File: config.mk
export PLATFORM = sky130hd
export DESIGN_NAME = skt_cell
export DESIGN_NICKNAME = d
export VERILOG_FILES = /design/src/skt_pkg.sv /design/src/skt_cell.sv
export SDC_FILE = /design/constraint.sdc
export NUM_CORES = 1
export LEC_CHECK = 0
export BUFFER_PORTS_ARGS = -buffer_cell sky130_fd_sc_hd__buf_2
export CAP_MARGIN = 5
export CORE_MARGIN = 2
export CORE_UTILIZATION = 45
export DETAILED_ROUTE_END_ITERATION = 10
export GPL_TIMING_DRIVEN = 1
export PLACE_DENSITY = 0.8
export SYNTH_ARGS = -nofsm -noshare
export SYNTH_HDL_FRONTEND = slang
export SYNTH_SLANG_ARGS = --single-unit
File: constraint.sdc
create_clock -name clk_i -period 3 [get_ports clk_i]
set_input_delay 0.6 -clock clk_i [delete_from_list [all_inputs] [get_ports clk_i]]
set_output_delay 0.6 -clock clk_i [all_outputs]
set_load 0.01 [all_outputs]
File: src/skt_pkg.sv
// shared types and constants for the sorted key table
package skt_pkg;

  localparam int unsigned TableDepth = 256;
  localparam int unsigned IdxW = $clog2(TableDepth);
  localparam int unsigned BlkW = $clog2(TableDepth + 1);
  localparam int unsigned KeyW = 31;
  localparam int unsigned CfgW = 9;
  localparam int unsigned CmpW = (BlkW > CfgW) ? BlkW : CfgW;

  typedef enum logic [1:0] {
    REQ_SEARCH = 2'd0,
    REQ_REGISTER = 2'd1,
    REQ_DELETE = 2'd2,
    REQ_SEARCH_ALT = 2'd3
  } req_e;

  typedef enum logic [2:0] {
    ST_RESIDENT = 3'd0,
    ST_REGISTERED = 3'd1,
    ST_NOT_PRESENT = 3'd2,
    ST_FULL = 3'd3,
    ST_DELETED = 3'd4
  } status_e;

  typedef enum logic [2:0] {
    CMD_NONE,
    CMD_CMP,
    CMD_SCAN,
    CMD_INS,
    CMD_DEL
  } cmd_e;

  typedef struct packed {
    cmd_e cmd;
    logic [KeyW-1:0] key;
    logic [BlkW-1:0] count;
    logic [BlkW-1:0] blk;
  } bcast_t;

endpackage

File: src/skt_cell.sv
// one table slot plus one block used bit, with scan carries
module skt_cell import skt_pkg::*; (
  input  logic            clk_i,
  input  logic            rst_ni,
  input  logic [IdxW-1:0] idx_i,
  input  bcast_t          bc_i,
  input  logic [KeyW-1:0] left_key_i,
  input  logic [BlkW-1:0] left_blk_i,
  input  logic            left_lt_i,
  input  logic [BlkW-1:0] left_hc_i,
  input  logic [BlkW-1:0] left_fc_i,
  input  logic [KeyW-1:0] right_key_i,
  input  logic [BlkW-1:0] right_blk_i,
  output logic [KeyW-1:0] key_o,
  output logic [BlkW-1:0] blk_o,
  output logic            lt_o,
  output logic [BlkW-1:0] hc_o,
  output logic [BlkW-1:0] fc_o
);

  logic [KeyW-1:0] key_q, key_d;
  logic [BlkW-1:0] blk_q, blk_d;
  logic [BlkW-1:0] hc_q, hc_d;
  logic [BlkW-1:0] fc_q, fc_d;
  logic            lt_q, lt_d;
  logic            used_q, used_d;
  logic            occ;
  logic [BlkW-1:0] own_blk;

  assign occ     = BlkW'(idx_i) < bc_i.count;
  assign own_blk = BlkW'(idx_i) + BlkW'(1);

  always_comb begin
    key_d  = key_q;
    blk_d  = blk_q;
    hc_d   = hc_q;
    fc_d   = fc_q;
    lt_d   = lt_q;
    used_d = used_q;
    unique case (bc_i.cmd)
      CMD_CMP: begin
        lt_d = occ && (key_q < bc_i.key);
        hc_d = (occ && (key_q == bc_i.key)) ? blk_q : '0;
        fc_d = used_q ? '0 : own_blk;
      end
      CMD_SCAN: begin
        if (left_hc_i != '0) hc_d = left_hc_i;
        if (left_fc_i != '0) fc_d = left_fc_i;
      end
      CMD_INS: begin
        if (!lt_q) begin
          if (left_lt_i) begin
            key_d = bc_i.key;
            blk_d = bc_i.blk;
          end else begin
            key_d = left_key_i;
            blk_d = left_blk_i;
          end
        end
        if (bc_i.blk == own_blk) used_d = 1'b1;
      end
      CMD_DEL: begin
        if (!lt_q) begin
          key_d = right_key_i;
          blk_d = right_blk_i;
        end
        if (bc_i.blk == own_blk) used_d = 1'b0;
      end
      default: begin
      end
    endcase
  end

  always_ff @(posedge clk_i or negedge rst_ni) begin
    if (!rst_ni) begin
      used_q <= 1'b0;
      lt_q   <= 1'b0;
    end else begin
      used_q <= used_d;
      lt_q   <= lt_d;
    end
  end

  always_ff @(posedge clk_i) begin
    key_q <= key_d;
    blk_q <= blk_d;
    hc_q  <= hc_d;
    fc_q  <= fc_d;
  end

  assign key_o = key_q;
  assign blk_o = blk_q;
  assign lt_o  = lt_q;
  assign hc_o  = hc_q;
  assign fc_o  = fc_q;

endmodule

# Word-level counts from Yosys, hierarchy flattened
# Cells that the tools add are included.
# word_totals
register_bits	60
inputBits	161
output_inout_bits	59
word_cells	48
# op_classes
addsub	1
n_lt_le_gt_ge	2
n_eq_ne	12
muxes	17
reduce_logical	10
# op_table
operator	n
two-way mux 31 bit	3
two-way mux 9 bit	7
case mux 31 bit (2 select lines)	1
case mux 9 bit (2 select lines)	3
equality test 31 bit	1
< comparator 31 bit	1
nonzero test 9 bit	2
inequality test 2 bit, second input constant	6
adder 8 x 1 -> 9 bit, second input constant	1
equality test 9 bit	1
< comparator 8 x 9 -> 1 bit	1
equality test 3 x 2 -> 1 bit, second input constant	2
AND reduction 3 bit	2
AND reduction 2 bit	2
nonzero test 2 bit	2
equality test 3 x 1 -> 1 bit, second input constant	1
equality test 3 bit, second input constant	1
logical AND 1 bit	2
two-way mux 1 bit	2
case mux 1 bit (2 select lines)	1

# Logic depth before layout (Yosys ltp)
# Gate-level depths: netlist of the first run.
# logic_depth
word_depth	4
depth_mapped	8
mapped_depth_nobuf	8

# Worst setup path after synthesis of the first run
# Ideal clock, no wire load.
# synth_timing
path_kind	input -> register
startpoint	input bc_i[50] (netlist name)
endpoint	register blk_q[0] (netlist: blk_o[0]), enable pin
setup_time_ns	0.437
arrival_ns	2.696
path_slack_ns	-0.134
cell_stages	3
n_path_buf	0
path_cell_list	nor3b_4 > a21oi_1 > nor2_1
# synth_via
elab_chain_cells	3
elab_cells_between_ends	6
cone_classes	eq/ne: 4; reduce/logical: 2
# synth_lines
item	line_no	source
start, declared	skt_cell.sv:6	input bcast_t bc_i,
equality test 3 x 2 -> 1 bit / equality test 3 bit (equally long branches)	skt_cell.sv:40	unique case (bc_i.cmd)
inequality test 2 bit (no source line) / nonzero test 2 bit (equally long branches)	n/a	
AND reduction 3 bit (no source line) (*)	n/a	
end signal, assigned	skt_cell.sv:86	blk_q <= blk_d;
end, declared	skt_cell.sv:22	logic [BlkW-1:0] blk_q, blk_d;
# Every way passes the cells marked *; elsewhere a longest branch is shown, timed or not.
# A chain may end at the register's enable or synchronous reset.

# Final worst setup path of the first run
# layout_timing
startpoint	input idx_i[0]
endpoint	register used_q
# layout_via
elab_chain_cells	4
elab_cells_between_ends	5
cone_classes	add/sub: 1; eq/ne: 3; reduce/logical: 1
# layout_lines
item	line_no	source
start, declared	skt_cell.sv:5	input logic [IdxW-1:0] idx_i,
adder 8 x 1 -> 9 bit (*)	skt_cell.sv:31	assign own_blk = BlkW'(idx_i) + BlkW'(1);
equality test 9 bit (*)	skt_cell.sv:60, skt_cell.sv:67	
inequality test 2 bit (no source line)	n/a	
AND reduction 3 bit (no source line) (*)	n/a	
end signal, assigned	skt_cell.sv:79	used_q <= used_d;
end, declared	skt_cell.sv:26	logic used_q, used_d;
# Marks and branches as above.

==> flow_metrics.py, run 1 <==
metrics = {
    "grt": {
        "grt_overflow": 0,
        "grt_pass1_wl_microns": 18200,
        "grt_util_all_layers": 0.234,
        "grt_max_degree": 82,
        "grt_pass1_vias": 3935,
        "antenna_found_initial": 0,
    },
    "hold_path": {
        "hold_path.class": "in -> async",
    },
    "timing": {
        "fmax_ghz": 0.413,
        "setup_viol": 0,
        "slew_violations": 0,
        "rsz0062_at_grt": "false",
        "hold_violations": 0,
        "finalCriticalPeriod_ns": 2.42,
        "final.setup.tns_ns": 0,
        "post-route-period-util": 0.807,
        "fin_skew_ns": 0.0130,
        "worst_slew_pin_slew_ns": 1.14,
        "setup_ws_ns": 0.579,
        "slew_headroom": 0.236,
    },
    "clock_tree": {
        "clk_pin_slew_ns": 0.07,
        "htreeDepth": 3,
        "cts_hold_buf": 0,
        "post_cts_buffers": 0,
        "cts-resized-gates": 0,
        "cts_sinks": 60,
        "cts_made_buffers": 9,
        "cts_tree": "done",
        "clk_latency_ns": 0.33,
        "root_buffer": "clkbuf_8",
        "max-clock-path-buffers": 2,
    },
    "worst_setup_path": {
        "crit_path_start_kind": "primary input",
        "worst_ep_required_time_ns": 3.24,
        "worst-path-max-fanout": 5,
        "critical_path_arrival_ns": 2.67,
        "worstSetupPathType": "in -> reg",
        "end_kind": "register",
    },
    "detailed_routing": {
        "initialDrtViolationCount": 117,
        "vias_per_cell": 5.23,
        "drc_errors": 0,
        "drtPass1Iterations": 4,
        "wl_per_cell_microns": 15.8,
        "routed_wl_microns": 11700,
        "vias": 3866,
        "ant_nets": 0,
    },
    "layout": {
        "layout_common_cells": "buf_2 (219), nand2_1 (59), edfxtp_1 (58), o21ai_0 (48)",
        "syn_to_final_growth_pct": 34.5,
        "regArea_sq_mm": 0.00179,
        "utilization": 0.626,
        "fillers": 734,
        "mostFrequentLayoutCell": "buf_2",
        "drive_gt1_frac": 0.380,
        "multi_input_area_sq_mm": 0.00208,
        "num_antenna_cells": 0,
        "fin_nets": 826,
    },
    "power": {
        "max-vdd-ir-drop_uv": 261,
        "power.density_mw_per_mm2": 411,
        "leakage_nw": 2.63,
    },
    "placement": {
        "place_ws_ns": 0.320,
        "dp_hpwl_microns": 9610,
        "finalWeightedCongestion": 0.879,
        "port_buffers": 219,
    },
    "synth": {
        "postSynthCellCount": 408,
        "synthFlopType": "edfxtp_1",
        "seq_area_frac_synth": 0.439,
        "ys.warnings.count": 0,
        "synth_area_sq_mm": 0.00408,
        "ys_types": 32,
        "synth-edff-count": 58,
        "syn-mean-instance-area_sq_um": 10.0,
        "ys_ff_latch": 60,
        "synth_fp_nets": 608,
        "async_flop_share": 0.0333,
    },
    "flow_run": {
        "max-cap-violations": 0,
    },
    "run_status": {
        "status": "finished clean",
    },
    "die": {
        "fp.coreArea_sq_mm": 0.00876,
        "fp-row-count": 34,
        "io_pins": 220,
        "die-area_sq_mm": 0.00984,
        "die_w_microns": 99.2,
        "initial_core_util": 0.465,
        "die_y_microns": 99.2,
    },
}
sequential cells by signal, summed over array words and instances, names as in the netlist:
name / cells
lt_o: 1
hc_o: 9
key_o: 31
fc_o: 9
blk_o: 9
used_q: 1
stage by stage:
stage | instance area [sq um] | total power [mW] | cells | hold slack, ns
global route | 5490 | 2.36 | 739 | 0.0247
finish | 5490 | 2.25 | 739 | 0.0409
CTS | 5490 | 2.27 | 739 | 0.0231
floorplan | 4080 | 1.29 | 408 | 0.304
detailed placement | 5290 | 1.53 | 723 | 0.388
global placement | 5290 | 1.51 | 723 | 0.388
cell type report:
| type | instances | area share |
|---|---|---|
| Clock inverter | 2 | 0.00616 |
| Tap cell | 108 | 0.0246 |
| Sequential cell | 60 | 0.327 |
| Multi-Input combinational cell | 291 | 0.380 |
| Timing Repair Buffer | 223 | 0.205 |
| Inverter | 41 | 0.0281 |
| Clock buffer | 14 | 0.0296 |
cell usage after synthesis (all sizes together) (3+ instances only):
cell type | count | area [sq um]
ha | 39 | 488
inv | 41 | 154
a22o | 13 | 114
clkbuf | 13 | 48.8
a21oi | 12 | 60.1
xor2 | 6 | 52.6
nand4 | 8 | 50.1
nand3 | 7 | 35.0
nand2 | 59 | 221
o21ai | 48 | 240
mux2i | 41 | 410
nor3 | 3 | 20.0
nor2 | 13 | 48.8
xnor2 | 10 | 87.6
nor2b | 5 | 31.3
a21o | 4 | 30.0
edfxtp | 58 | 1740
nor4 | 5 | 37.5
a211oi | 4 | 30.0
o31ai | 5 | 37.5
buf | 3 | 11.3
path summary, 6_finish.rpt:
check	start	end	slack [ns]	cells past startpoint
max in group asynchronous	rst_ni	used_q	2.86	1
min in group clk_i	right_key_i[11]	key_o[11]	0.54	3
setup reg to reg	key_o[30]	hc_o[5]	0.88	6
setup / recovery	idx_i[0]	used_q	0.58	8
hold reg to reg	blk_o[6]	hc_o[6]	0.58	1
hold / removal	rst_ni	lt_o	0.04	1
routing by layer:
layer	up-vias	global-route usage	routed length, microns
li1	1917	-	-
met1	1734	0.264	4480
met2	201	0.435	5970
met3	14	0.0450	1010
met4	0	0.0875	206
met5	-	0	0
worst max-delay path, stage by stage:
cell     delay, ns
buf_2         0.16
ha_1          0.27
xnor2_1       0.37
xnor2_1       0.12
nor4_1        0.41
nand4_1       0.19
nor4_2        0.34
mux2i_1       0.21
report_power, final:
part / internal, mW / switching, mW
clock network: 0.428 / 0.312
logic: 0.224 / 0.267
registers: 0.995 / 0.0294
cell families after synthesis:
family / count (synthesis) / share of synthesized area
AO/OA/AOI/OAI: 91 / 0.136
XOR/XNOR: 16 / 0.0344
adder cells (fa/ha/maj): 39 / 0.120
buffers and inverters: 57 / 0.0525
flip-flops: 60 / 0.439
multiplexers: 41 / 0.101
AND/OR/NAND/NOR: 104 / 0.118
Note: power is estimated with default switching activity, not from simulation.
==> run 2, diff against run 1 <==
==> constraint.sdc (replaced) <==
create_clock -name clk_i -period 2.36 [get_ports clk_i]
set_input_delay 0.472 -clock clk_i [delete_from_list [all_inputs] [get_ports clk_i]]
set_output_delay 0.472 -clock clk_i [all_outputs]
set_load 0.01 [all_outputs]
==> flow_metrics.py, run 2 (synthesis gave the netlist of run 1 again) <==
metrics = {
    "clock_tree": {
        "root_buffer": "clkbuf_8",
        "cts_tree": "done",
        "cts_made_buffers": 9,
        "max-clock-path-buffers": 2,
        "cts-resized-gates": 0,
        "post_cts_buffers": 0,
        "htreeDepth": 3,
        "cts_hold_buf": 1,
        "cts_sinks": 60,
        "clk_latency_ns": 0.34,
        "clk_pin_slew_ns": 0.07,
    },
    "power": {
        "power.density_mw_per_mm2": 493,
        "power_frac_comb": 0.231,
        "leakage_nw": 2.62,
        "power_frac_seq": 0.481,
        "power_switching_mw": 0.783,
        "switching_share": 0.290,
        "max-vdd-ir-drop_uv": 247,
        "internal_power_mw": 1.92,
        "p_clk_frac": 0.288,
    },
    "timing": {
        "fin_skew_ns": 0.0103,
        "slew_headroom": 0.229,
        "final.setup.tns_ns": 0,
        "worst_slew_pin_slew_ns": 1.15,
        "post-route-period-util": 0.852,
        "hold_violations": 0,
        "fmax_ghz": 0.497,
        "holdWs_ns": 0.412,
        "finalCriticalPeriod_ns": 2.01,
        "slew_violations": 0,
        "setup_viol": 0,
        "rsz0062_at_grt": "false",
    },
    "layout": {
        "layout_common_cells": "buf_2 (219), nand2_1 (59), edfxtp_1 (58), o21ai_0 (48)",
        "regArea_sq_mm": 0.00179,
        "num_antenna_cells": 0,
        "fillers": 766,
        "syn_to_final_growth_pct": 34.4,
        "mostFrequentLayoutCell": "buf_2",
        "multi_input_area_sq_mm": 0.00208,
        "drive_gt1_frac": 0.380,
        "largest_register_ffs": 31,
        "fin_nets": 827,
    },
    "die": {
        "die_w_microns": 99.2,
        "io_pins": 220,
        "die-area_sq_mm": 0.00984,
        "initial_core_util": 0.465,
        "fp.coreArea_sq_mm": 0.00876,
        "die_y_microns": 99.2,
        "fp-row-count": 34,
    },
    "detailed_routing": {
        "vias": 3908,
        "vias_per_cell": 5.28,
        "drc_errors": 0,
        "drtPass1Iterations": 4,
        "initialDrtViolationCount": 90,
        "routed_wl_microns": 11600,
        "ant_nets": 0,
        "wl_per_cell_microns": 15.6,
    },
    "worst_setup_path": {
        "cp_slowest_cell": "nor4_2",
        "r2r_cells": 7,
        "worst_ep_required_time_ns": 2.61,
        "path_cells": "buf_2, ha_1, xnor2_1, xnor2_1, nor4_1, nand4_1, nor4_2, mux2i_1",
        "crit_path_frequent_cell": "xnor2_1",
        "crit_path_start_kind": "primary input",
        "end_kind": "register",
        "rrSetupSlack_ns": 0.45,
        "worstSetupPathType": "in -> reg",
        "reg2reg_to": "hc_o[2]",
        "critical_path_arrival_ns": 2.27,
        "rr_startpoint": "key_o[30]",
        "worst-path-max-fanout": 5,
        "max_stage_delay_ns": 0.32,
    },
    "placement": {
        "port_buffers": 219,
        "finalWeightedCongestion": 0.928,
        "dp_hpwl_microns": 9420,
    },
    "grt": {
        "grt_overflow": 0,
        "grt_pass1_wl_microns": 18200,
        "grt_util_all_layers": 0.234,
        "grt_pass1_vias": 3863,
        "grt_max_degree": 82,
        "antenna_found_initial": 0,
    },
    "hold_path": {
        "hold_depth": 3,
        "hold_path.startpoint": "right_key_i[10]",
        "hold_path.class": "in -> reg",
        "hold_end": "key_o[10]",
    },
    "flow_run": {
        "max-cap-violations": 0,
    },
    "run_status": {
        "status": "finished clean",
    },
}
## run 2: changes by cell type in the layout (fill, tap and decap cells not counted), sizes merged
| cell | previous run | this run |
|---|---|---|
| bufinv | 1 | 0 |
| clkinvlp | 0 | 2 |
| clkinv | 1 | 4 |
| dlygate4sd3 | 0 | 1 |
| clkbuf | 14 | 10 |
## run 2: critical path: cells and delay by family
kind	cells	cell delay, ns
buf+inv	1	0.15
simple gates	3	0.73
xor+xnor	2	0.40
fa+ha+maj	1	0.26
mux	1	0.23
## run 2: how the worst max path moves through the flow
stage,end,start,depth (start not counted)
finish,used_q,idx_i[0],8
detailed placement,used_q,idx_i[0],8
CTS,used_q,idx_i[0],8
floorplan,blk_o[0],bc_i[50],3
global route,used_q,idx_i[0],8
global placement,used_q,idx_i[0],8
## run 2: power by group through the flow
stage	Combinational (mW)	Sequential (mW)	Clock, mW
after global placement	0.607	1.32	0
after detailed placement	0.626	1.32	0
after floorplan	0.284	1.35	0
after global routing	0.702	1.31	0.830
after CTS	0.631	1.30	0.789
final	0.626	1.30	0.778
## run 2: layout make-up
| class | instances | share of cell area |
|---|---|---|
| Tap cell | 108 | 0.0246 |
| Timing Repair Buffer | 224 | 0.212 |
| Clock inverter | 6 | 0.00570 |
| Sequential cell | 60 | 0.327 |
| Inverter | 41 | 0.0281 |
| Multi-Input combinational cell | 291 | 0.380 |
| Clock buffer | 10 | 0.0233 |
## run 2: stage by stage
stage	util	setup WS (ns)	power, mW	instance area [sq um]	cells
floorplan	-	0.0104	1.64	4080	408
global placement	0.607	0.00816	1.93	5320	723
detailed placement	0.607	0.0101	1.95	5320	723
CTS	0.626	0.355	2.72	5480	740
global route	0.626	0.207	2.84	5480	740
finish	0.626	0.349	2.70	5480	740
## run 2: layer usage
layer,vias up,part of all wire,global-route usage
li1,1914,-,-
met1,1760,0.39,0.275
met2,205,0.49,0.405
met3,29,0.087,0.0562
met4,0,0.032,0.103
met5,-,0,0
==> run 3, diff against run 2 <==
--- a/config.mk
+++ b/config.mk
@@ -5,13 +5,15 @@
 export SDC_FILE = /design/constraint.sdc
 export NUM_CORES = 1
 export LEC_CHECK = 0
+export ABC_AREA = 1
 export BUFFER_PORTS_ARGS = -buffer_cell sky130_fd_sc_hd__buf_2
 export CAP_MARGIN = 5
 export CORE_MARGIN = 2
 export CORE_UTILIZATION = 45
 export DETAILED_ROUTE_END_ITERATION = 10
 export GPL_TIMING_DRIVEN = 1
-export PLACE_DENSITY = 0.8
+export PLACE_DENSITY = 0.79
+export SLEW_MARGIN = 30
 export SYNTH_ARGS = -nofsm -noshare
 export SYNTH_HDL_FRONTEND = slang
 export SYNTH_SLANG_ARGS = --single-unit
==> flow_metrics.py, run 3 <==
metrics = {
    "timing": {
        "setup_viol": 0,
        "setup_ws_ns": 0.466,
        "slew_headroom": 0.683,
        "fin_skew_ns": 0.0104,
        "final.setup.tns_ns": 0,
        "finalCriticalPeriod_ns": 1.89,
        "post-route-period-util": 0.803,
        "slew_violations": 0,
        "holdWs_ns": 0.442,
        "worst_slew_pin_slew_ns": 0.474,
        "hold_violations": 0,
        "fmax_ghz": 0.528,
        "rsz0062_at_grt": "false",
    },
    "power": {
        "leakage_nw": 2.96,
        "max-vdd-ir-drop_uv": 264,
        "power.density_mw_per_mm2": 528,
    },
    "synth": {
        "ys.warnings.count": 0,
        "synth_top_family_by_area": "simple AND/OR/NAND/NOR gates",
        "synth_fp_nets": 758,
        "ys_types": 28,
        "async_flop_share": 0.0333,
        "ys_top_cells_by_count": "nand2_1 (111), inv_1 (75), nor2_1 (60)",
        "synth_area_leaders": "edfxtp_1 (40%), ha_1 (11%), nand2_1 (9.6%)",
        "postSynthCellCount": 558,
        "synth_largest_area_cell": "edfxtp_1",
        "synth.most_common_cell": "nand2_1",
        "synthFlopType": "edfxtp_1",
        "synth_area_sq_mm": 0.00433,
        "synth_top_area_share": 0.402,
        "yosys.area_share.xor_xnor": 0.00405,
        "ys_ff_latch": 60,
        "seq_area_frac_synth": 0.414,
        "synth-edff-count": 58,
        "synthSimpleGateAreaFrac": 0.229,
        "synth.area.mux_share": 0.00231,
        "syn-mean-instance-area_sq_um": 7.76,
        "synthAdderAreaFrac": 0.113,
        "synth_compound_area_frac": 0.147,
    },
    "die": {
        "die-area_sq_mm": 0.0104,
        "die_w_microns": 102,
        "fp-row-count": 35,
        "die_y_microns": 102,
        "fp.coreArea_sq_mm": 0.00928,
        "io_pins": 220,
        "initial_core_util": 0.466,
    },
    "worst_setup_path": {
        "worstSetupPathType": "reg -> reg",
        "rr_startpoint": "key_o[18]",
        "end_kind": "register",
        "r2r_cells": 7,
        "cp_slowest_cell": "edfxtp_1",
        "crit_path_start_kind": "register",
        "worst_ep_required_time_ns": 2.55,
        "rrSetupSlack_ns": 0.47,
        "endpoint": "hc_o[1]",
        "crit_path_frequent_cell": "nand3_1",
        "max_stage_delay_ns": 0.42,
        "crit_path_start": "key_o[18]",
        "reg2reg_to": "hc_o[1]",
        "worst-path-max-fanout": 9,
        "critical_path_arrival_ns": 2.09,
        "path_cells": "ha_1, nand2_1, nor4_1, nand3_1, nor2_4, nand3_1, o21ai_1",
    },
    "clock_tree": {
        "root_buffer": "clkbuf_8",
        "max-clock-path-buffers": 2,
        "clk_latency_ns": 0.33,
        "cts-resized-gates": 0,
        "cts_made_buffers": 9,
        "clk_pin_slew_ns": 0.08,
        "cts_tree": "done",
        "htreeDepth": 3,
        "cts_sinks": 60,
    },
    "detailed_routing": {
        "initialDrtViolationCount": 209,
        "drc_errors": 0,
        "vias_per_cell": 5.04,
        "vias": 4592,
        "route.met2.wl_microns": 6380,
        "drt-met1-wl_microns": 5120,
        "routed_wl_microns": 13000,
        "ant_nets": 0,
        "route.met3.wl_microns": 1190,
        "wl_per_cell_microns": 14.3,
        "top_layer": "met4",
        "drtPass1Iterations": 4,
    },
    "grt": {
        "grt_pass1_wl_microns": 20400,
        "grt_pass1_vias": 4561,
        "grt_max_degree": 80,
        "grt_overflow": 0,
        "grt_util_all_layers": 0.253,
        "antenna_found_initial": 0,
    },
    "placement": {
        "finalWeightedCongestion": 0.954,
        "place_ws_ns": 0.279,
        "dp.cells": 894,
        "dp_hpwl_microns": 10600,
        "port_buffers": 219,
    },
    "layout": {
        "layout_common_cells": "buf_2 (219), nand2_1 (110), inv_1 (75), nor2_1 (60), edfxtp_1 (58)",
        "drive_gt1_frac": 0.336,
        "final_cells": 911,
        "num_antenna_cells": 0,
        "utilization": 0.628,
        "largest_register_ffs": 31,
        "mostFrequentLayoutCell": "buf_2",
        "syn_to_final_growth_pct": 34.8,
        "fin_nets": 977,
    },
    "hold_path": {
        "hold_path.class": "in -> reg",
    },
    "flow_run": {
        "max-cap-violations": 0,
    },
    "run_status": {
        "status": "finished clean",
    },
}
-- run 3: cell type report --
class | instances | area [sq um]
clock buffers | 9 | 124
clock inverters | 7 | 98.8
fillers | 866 | 3450
inverters | 81 | 304
multi-input cells | 396 | 2160
flip-flops and latches | 60 | 1790
well taps | 129 | 161
repair buffers | 229 | 1200
-- run 3: report_power, final --
group	switching, mW	internal (mW)	leakage (nW)	total (mW)
clock network	0.463	0.600	0.110	1.06
registers	0.0382	1.27	0.549	1.31
logic	0.410	0.301	2.30	0.710
total	0.910	2.17	2.96	3.08
-- run 3: logic make-up (layout without fill, tap and decap cells) --
family | count (synthesis) | after routing
XOR/XNOR | 2 | 2
flip-flops | 60 | 60
adder cells (fa/ha/maj) | 39 | 39
AO/OA/AOI/OAI | 124 | 124
buffers and inverters | 102 | 326
AND/OR/NAND/NOR | 230 | 230
multiplexers | 1 | 1
-- run 3: layer usage --
metal,up-vias,GRT usage
met5,-,0
met3,24,0.0629
met2,218,0.463
met1,2039,0.286
met4,0,0.0872
li1,2311,-
-- run 3: per-stage QoR --
stage	power, mW	instance area (sq um)
floorplan	1.71	4340
finish	3.08	5830
global placement	2.02	5600
CTS	3.10	5830
global route	3.25	5830
detailed placement	2.04	5600
-- run 3: how the worst min path moves through the flow --
stage                   start       end  slack, ns  cells after the start
6_report         left_hc_i[8]   hc_o[8]       0.44                      3
5_1_grt        right_blk_i[0]  blk_o[0]       0.45                      3
4_1_cts          left_hc_i[8]   hc_o[8]       0.42                      3
3_5_place_dp           rst_ni    used_q       0.28                      1
3_3_place_gp           rst_ni    used_q       0.28                      1
2_1_floorplan          rst_ni      lt_o       0.18                      0
-- run 3: repair_timing --
| item | in CTS | in global routing |
|---|---|---|
| hold endpoints to repair | 2 | 0 |
| hold buffers | 1 | 0 |
| buffers inserted | 0 | 0 |
-- run 3: worst max-delay path, delay by kind of cell, from the launching register on --
| family | cells | cell delay, ns |
|---|---|---|
| AOI/OAI and AO/OA | 1 | 0.09 |
| DFF | 1 | 0.42 |
| adders and majority gates | 1 | 0.32 |
| and+or+nand+nor | 5 | 0.92 |
